`src/rtl/core/rirt_pkg.sv`:
```
// shared types and constants of the recent idle ratio tracker
package rirt_pkg;

  localparam int TS_W           = 32;
  localparam int KIND_W         = 2;
  localparam int RES_W          = 10;
  localparam int NKINDS         = 3;
  localparam int WINDOW_MS_DEF  = 1000;

  localparam logic             FUNC_ENTRY   = 1'b0;
  localparam logic             FUNC_EXIT    = 1'b1;
  localparam logic [KIND_W-1:0] KIND_IGNORED = 2'd3;

  typedef struct packed {
    logic              func;
    logic [KIND_W-1:0] idle_kind;
    logic [TS_W-1:0]   now_ms;
  } in_t;

  typedef struct packed {
    logic [RES_W-1:0] ratio_total;
    logic [RES_W-1:0] ratio_kind0;
    logic [RES_W-1:0] ratio_kind1;
    logic [RES_W-1:0] ratio_kind2;
    logic [TS_W-1:0]  last_exit_time;
  } out_t;

endpackage

```
`src/rtl/core/rirt_decay.sv`:
```
// one residency channel: scale by the kept share of the window, add, saturate; on clear, take the addend alone
module rirt_decay #(
  parameter int WINDOW_MS = rirt_pkg::WINDOW_MS_DEF,
  parameter int WB        = 10,
  parameter int GW        = 42,
  parameter int SHIFT     = 40
) (
  input  logic          clear,
  input  logic [GW-1:0] scale,
  input  logic [WB-1:0] cur,
  input  logic [WB-1:0] add,
  output logic [WB-1:0] nxt
);
  import rirt_pkg::*;

  localparam int PW = GW + WB;

  logic [PW-1:0] prod;
  logic [WB-1:0] dec;
  logic [WB:0]   sum;
  logic [WB-1:0] sat;

  // reciprocal multiply, exact floor for every product below the window squared
  assign prod = PW'(scale) * PW'(cur);
  assign dec  = prod[SHIFT +: WB];
  assign sum  = {1'b0, dec} + {1'b0, add};
  assign sat  = (sum >= (WB+1)'(WINDOW_MS)) ? WB'(WINDOW_MS) : sum[WB-1:0];
  assign nxt  = clear ? add : sat;

endmodule

```
`src/rtl/core/recent_idle_ratio_tracker.sv`:
```
// top level of the recent idle ratio tracker
// a request accepted into the stage one register passes on to the result register, which drives the outputs
// throughput: one request per cycle, stalls only when both stages are full and out_stall is high
// the residency feedback loop is one multiply, add and clamp in stage two
// reset clears timestamps, residencies and both valid flags
// the first result after reset reflects zero history
module recent_idle_ratio_tracker #(
  parameter int WINDOW_MS = rirt_pkg::WINDOW_MS_DEF
) (
  input  logic           clk,
  input  logic           rst_n,
  input  logic           in_valid,
  output logic           in_stall,
  input  rirt_pkg::in_t  in_data,
  output logic           out_valid,
  input  logic           out_stall,
  output rirt_pkg::out_t out_data
);
  import rirt_pkg::*;

  // residency width holds the window itself
  localparam int WB    = $clog2(WINDOW_MS + 1);
  // shift large enough that the rounded-up reciprocal gives an exact floor
  localparam int SHIFT = 4 * WB;
  localparam int SP1   = SHIFT + 1;
  localparam int MW    = 3 * WB + 2;
  localparam int GW    = WB + MW;
  localparam logic [SHIFT:0] POW_S = SP1'(1) << SHIFT;
  localparam logic [SHIFT:0] RECIP =
    (POW_S + SP1'(WINDOW_MS) - SP1'(1)) / SP1'(WINDOW_MS);

  // handshake enables per stage
  logic out_en;
  logic s1_en;
  logic in_take;
  logic s1_move;

  // stage one state: timestamps live here so stage two never waits on them
  logic [TS_W-1:0] entry_time_r, entry_time_nxt;
  logic [TS_W-1:0] prev_exit_r, prev_exit_nxt;

  // stage one pipeline register
  logic              s1_valid_r;
  logic              s1_upd_r,   s1_upd_nxt;
  logic              s1_full_r,  s1_full_nxt;
  logic [KIND_W-1:0] s1_kind_r;
  logic [WB-1:0]     s1_idle_r,  s1_idle_nxt;
  logic [GW-1:0]     s1_scale_r, s1_scale_nxt;
  logic [TS_W-1:0]   s1_last_r;

  // stage one arithmetic
  logic            counted;
  logic            is_exit;
  logic [TS_W-1:0] interval;
  logic [TS_W-1:0] idle;
  logic [WB-1:0]   keep;

  // residency state and its candidates
  logic [WB-1:0] total_r;
  logic [WB-1:0] total_nxt;
  logic [WB-1:0] kind_r   [NKINDS];
  logic [WB-1:0] kind_nxt [NKINDS];

  logic out_valid_r;
  out_t out_data_r;

  // the result register frees when empty or taken; stage one frees into it
  assign out_en   = !out_valid_r || !out_stall;
  assign s1_en    = !s1_valid_r || out_en;
  assign in_stall = !s1_en;
  assign in_take  = in_valid && s1_en;
  assign s1_move  = s1_valid_r && out_en;

  assign out_valid = out_valid_r;
  assign out_data  = out_data_r;

  // ---------------------------------------------------------------- stage one
  // ignored kind touches nothing; entry records its time; exit measures
  assign counted  = (in_data.idle_kind != KIND_IGNORED);
  assign is_exit  = counted && (in_data.func == FUNC_EXIT);
  assign interval = in_data.now_ms - prev_exit_r;
  assign idle     = in_data.now_ms - entry_time_r;
  // only meaningful when interval is under the window
  assign keep     = WB'(WINDOW_MS) - interval[WB-1:0];

  always_comb begin
    s1_full_nxt  = (interval >= TS_W'(WINDOW_MS));
    // clamping the idle time early gives the same saturated sum later
    s1_idle_nxt  = (idle >= TS_W'(WINDOW_MS)) ? WB'(WINDOW_MS) : idle[WB-1:0];
    // kept share of the window times the reciprocal, free of stage two state
    s1_scale_nxt = GW'(keep) * GW'(RECIP);
    s1_upd_nxt   = is_exit;
    entry_time_nxt = (counted && (in_data.func == FUNC_ENTRY)) ?
                     in_data.now_ms : entry_time_r;
    prev_exit_nxt  = is_exit ? in_data.now_ms : prev_exit_r;
  end

  always_ff @(posedge clk) begin
    if (!rst_n) begin
      s1_valid_r   <= 1'b0;
      entry_time_r <= '0;
      prev_exit_r  <= '0;
    end else begin
      if (s1_en) begin
        s1_valid_r <= in_valid;
      end
      if (in_take) begin
        entry_time_r <= entry_time_nxt;
        prev_exit_r  <= prev_exit_nxt;
      end
    end
  end

  // stage one payload, no reset needed
  always_ff @(posedge clk) begin
    if (in_take) begin
      s1_upd_r   <= s1_upd_nxt;
      s1_full_r  <= s1_full_nxt;
      s1_kind_r  <= in_data.idle_kind;
      s1_idle_r  <= s1_idle_nxt;
      s1_scale_r <= s1_scale_nxt;
      s1_last_r  <= prev_exit_nxt;
    end
  end

  // ---------------------------------------------------------------- stage two
  // total channel always takes the idle time
  rirt_decay #(
    .WINDOW_MS (WINDOW_MS),
    .WB        (WB),
    .GW        (GW),
    .SHIFT     (SHIFT)
  ) u_total (
    .clear (s1_full_r),
    .scale (s1_scale_r),
    .cur   (total_r),
    .add   (s1_idle_r),
    .nxt   (total_nxt)
  );

  always_ff @(posedge clk) begin
    if (!rst_n) begin
      total_r <= '0;
    end else if (s1_move && s1_upd_r) begin
      total_r <= total_nxt;
    end
  end

  // per-kind channels: the exiting kind gets the idle time, the others decay
  // (or clear on a full window)
  for (genvar k = 0; k < NKINDS; k++) begin : g_kind
    logic [WB-1:0] add;

    assign add = (s1_kind_r == KIND_W'(k)) ? s1_idle_r : '0;

    rirt_decay #(
      .WINDOW_MS (WINDOW_MS),
      .WB        (WB),
      .GW        (GW),
      .SHIFT     (SHIFT)
    ) u_kind (
      .clear (s1_full_r),
      .scale (s1_scale_r),
      .cur   (kind_r[k]),
      .add   (add),
      .nxt   (kind_nxt[k])
    );

    always_ff @(posedge clk) begin
      if (!rst_n) begin
        kind_r[k] <= '0;
      end else if (s1_move && s1_upd_r) begin
        kind_r[k] <= kind_nxt[k];
      end
    end
  end

  // ------------------------------------------------------------ result register
  always_ff @(posedge clk) begin
    if (!rst_n) begin
      out_valid_r <= 1'b0;
    end else if (out_en) begin
      out_valid_r <= s1_valid_r;
    end
  end

  // results carry the low bits of each residency
  always_ff @(posedge clk) begin
    if (s1_move) begin
      out_data_r.ratio_total    <= RES_W'(s1_upd_r ? total_nxt   : total_r);
      out_data_r.ratio_kind0    <= RES_W'(s1_upd_r ? kind_nxt[0] : kind_r[0]);
      out_data_r.ratio_kind1    <= RES_W'(s1_upd_r ? kind_nxt[1] : kind_r[1]);
      out_data_r.ratio_kind2    <= RES_W'(s1_upd_r ? kind_nxt[2] : kind_r[2]);
      out_data_r.last_exit_time <= s1_last_r;
    end
  end

endmodule

```
`config.mk`:
```
export PLATFORM = sky130hd
export DESIGN_NAME = recent_idle_ratio_tracker
export DESIGN_NICKNAME = d
export VERILOG_FILES = /design/src/rtl/core/rirt_pkg.sv /design/src/rtl/core/rirt_decay.sv /design/src/rtl/core/recent_idle_ratio_tracker.sv
export SDC_FILE = /design/constraint.sdc
export NUM_CORES = 2
export LEC_CHECK = 0
export BUFFER_PORTS_ARGS = -buffer_cell sky130_fd_sc_hd__buf_2
export CAP_MARGIN = 20
export CORE_AREA = 2 2 329 331
export DETAILED_ROUTE_END_ITERATION = 16
export DIE_AREA = 0 0 331 333
export GPL_ROUTABILITY_DRIVEN = 0
export HOLD_SLACK_MARGIN = 0.05
export PLACE_DENSITY_LB_ADDON = 0.25
export SYNTH_ARGS = -nofsm -noshare
export SYNTH_HDL_FRONTEND = slang
export SYNTH_SLANG_ARGS = --single-unit
```
`constraint.sdc`:
```
create_clock -name clk -period 9.4 [get_ports clk]
set_input_delay 1.88 -clock clk [delete_from_list [all_inputs] [get_ports clk]]
set_output_delay 1.88 -clock clk [all_outputs]
set_load 0.005 [all_outputs]
```
==> flow_summary.toml <==
[floorplan]
core_area_um2 = 107000
start_util = 0.596
die-height_um = 333
num_io_pins = 113
die_area_um2 = 110000
num_rows = 120
die_w_um = 331

[detailed_routing]
wl_per_cell_um = 20.3
routed_wl_um = 172000
vias = 48800
vias_per_cell = 5.75
drt_iter0_markers = 3808
final_antenna_net_count = 0
firstDrtPassIters = 7
drc = 0

[synthesis]
synth_area_leader_cell = "fa_1"
async_reset_ff_frac = 0
synth_area_leaders = "fa_1 (39%), ha_1 (10%), edfxtp_1 (8.8%)"
synthSimpleGateAreaFrac = 0.180
synth-xor-area-share = 0.0226
ys_ff_latch = 263
synthTopCellsByCount = "inv_1 (1358), fa_1 (1232), nand2_1 (1009)"
syn_nets = 8856
synth_top_area_frac = 0.388
syn-instance-count = 7055
syn_area_um2 = 63500
synth_compound_area_frac = 0.0819
synthAdderAreaFrac = 0.493
yosys_warnings = 0
synth_ff_type = "edfxtp_1"
syn_area_per_cell_um2 = 9.00
synth_top_family_by_area = "adder cells"
synth_cell_types = 83
synth_edf_count = 187
muxShareOfSynthArea = 0.00733
yosysMostFrequentCell = "inv_1"
seq_area_frac_synth = 0.112

[run_status]
outcome = "finished, final reports clean"

[cells_and_area]
drive_gt1_frac = 0.0677
final_cells = 8489
layout.nets = 8859
post-route-util = 0.634
area_delta_synth_final_pct = 6.49
fill_cells = 8939

[global_routing]
grt_pass1_wl_um = 279000
grtUsageTotal = 0.323
antenna_found_initial = 2
grt_pass1_vias = 51800
grt_max_degree = 68
grt_overflow_total = 0

[cts]
postCtsHoldBufs = 0
tritoncts = "yes"
clkSinkCount = 263
cts_buffers = 28
path_clk_slew_ps = 70
cts_buffer_depth = 3
root_buffer = "clkbuf_16"
htreeDepth = 1
clk_latency_ps = 640

[sta]
rsz0062_at_grt = "no"
setup_viol = 0
fmax_mhz = 110
finalHoldViolations = 0
finalSetupTns_ps = 0
fin_crit_ps = 9060
relSlewSlack = 0.296
finalCritPeriodShare = 0.963
final.setup_skew_ps = 45.3
slew_violations = 0
worst_pin_slew_ps = 1060

[flow_run]
drv_cap = 0

[setup_path]
cp_max_fo = 21
slowest_delay_ps = 730
cpMaxStageDelayCell = "edfxtp_1"
cp.required_ps = 9760
worstSetupPathType = "register to register"
crit_path_end_kind = "register"
crit_path_start_kind = "register"
crit_arrival_ps = 9410

[placed_design]
io_buffers = 112
place_inst = 8403
dp_hpwl_um = 134000

[min_path]
hp-class = "register to register"
[kinds of logic after synthesis]
| logic type | Yosys count |
|---|---|
| multiplexers | 42 |
| XOR/XNOR | 164 |
| flip-flops | 263 |
| AND/OR/NAND/NOR | 2286 |
| AO/OA/AOI/OAI | 796 |
| adder cells (fa/ha/maj) | 1762 |
| buffers and inverters | 1742 |
[layout make-up]
type | count | area (µm²) | area share
multi-input combinational | 5050 | 49800 | 0.737
sequential | 263 | 7140 | 0.106
inverter | 1362 | 5110 | 0.0756
timing repair buffer | 353 | 2750 | 0.0407
tap | 1403 | 1760 | 0.0260
clock buffer | 37 | 797 | 0.0118
clock inverter | 15 | 206 | 0.00305
antenna | 6 | 15.0 | 0.000222
[worst max-delay path: cells and delay by family (launching register included)]
family,cells,cell delay [ps]
AOI/OAI and AO/OA,12,2530
xor gates and xnor gates,1,410
adders and majority gates,7,3170
buffers and inverters,4,600
DFF,1,730
muxes,1,310
and+or+nand+nor,4,1050
[per-layer routing]
layer  vias up  wire length, µm  part of all wire  global-route usage
li1      21800                -                 -                   -
met1     24600            68500              0.40               0.433
met2      2010            81500              0.47               0.530
met3       428            14100             0.082              0.0471
met4         0             7910             0.046               0.127
met5         -                0                 0                   0
[cells in the final DEF (no fill, tap or decap), types with 27 or more instances in the layout]
cell type  count
buf_4        211
clkbuf_16     30
nand2_1     1008
o21ai_0      141
buf_2        112
edfxtp_1     187
a21o_1       118
a211oi_1      48
nor2_1       133
and2_1       837
mux2_2        36
xor2_1        63
a21oi_1      242
nand3_1       72
nor2b_1       38
ha_1         530
dfxtp_1       72
fa_1        1232
xnor2_1      101
inv_1       1357
buf_12        27
nand4_1       45
[what timing repair did]
| item | CTS | global route |
|---|---|---|
| resized for setup | 0 | 6 |
| setup endpoints to repair | 0 | 33 |
| setup buffers | 0 | 28 |
[metrics by stage]
step / hold slack (ps) / worst slack (ps) / cell area, µm²
after floorplan: 400 / 487 / 63500
after CTS: 417 / 386 / 67300
after detailed placement: 405 / 40.1 / 66300
after global routing: 422 / 7.10 / 67600
after global placement: 401 / 159 / 66200
final: 418 / 344 / 67600
[state kept, by name (all words and copies together) (netlist names)]
signal,cells
s1_kind_r,2
s1_last_r,32
s1_full_r,1
total_r,10
kind_r,30
s1_upd_r,1
entry_time_r,32
prev_exit_r,32
s1_idle_r,10
s1_scale_r,39
out_valid,1
s1_valid_r,1
out_data,72
[worst paths after layout]
| check | slack (ps) | from | depth (start not counted) | to |
|---|---|---|---|---|
| max | 340 | s1_scale_r[15] | 29 | out_data[46] |
| min | 420 | s1_last_r[27] | 0 | out_data[27] |
| max reg2reg | 340 | s1_scale_r[15] | 29 | out_data[46] |
| min reg2reg | 420 | s1_last_r[27] | 0 | out_data[27] |
Power is not shown: default switching activity piles up to over one toggle a cycle in this logic, so the estimate is an artifact.
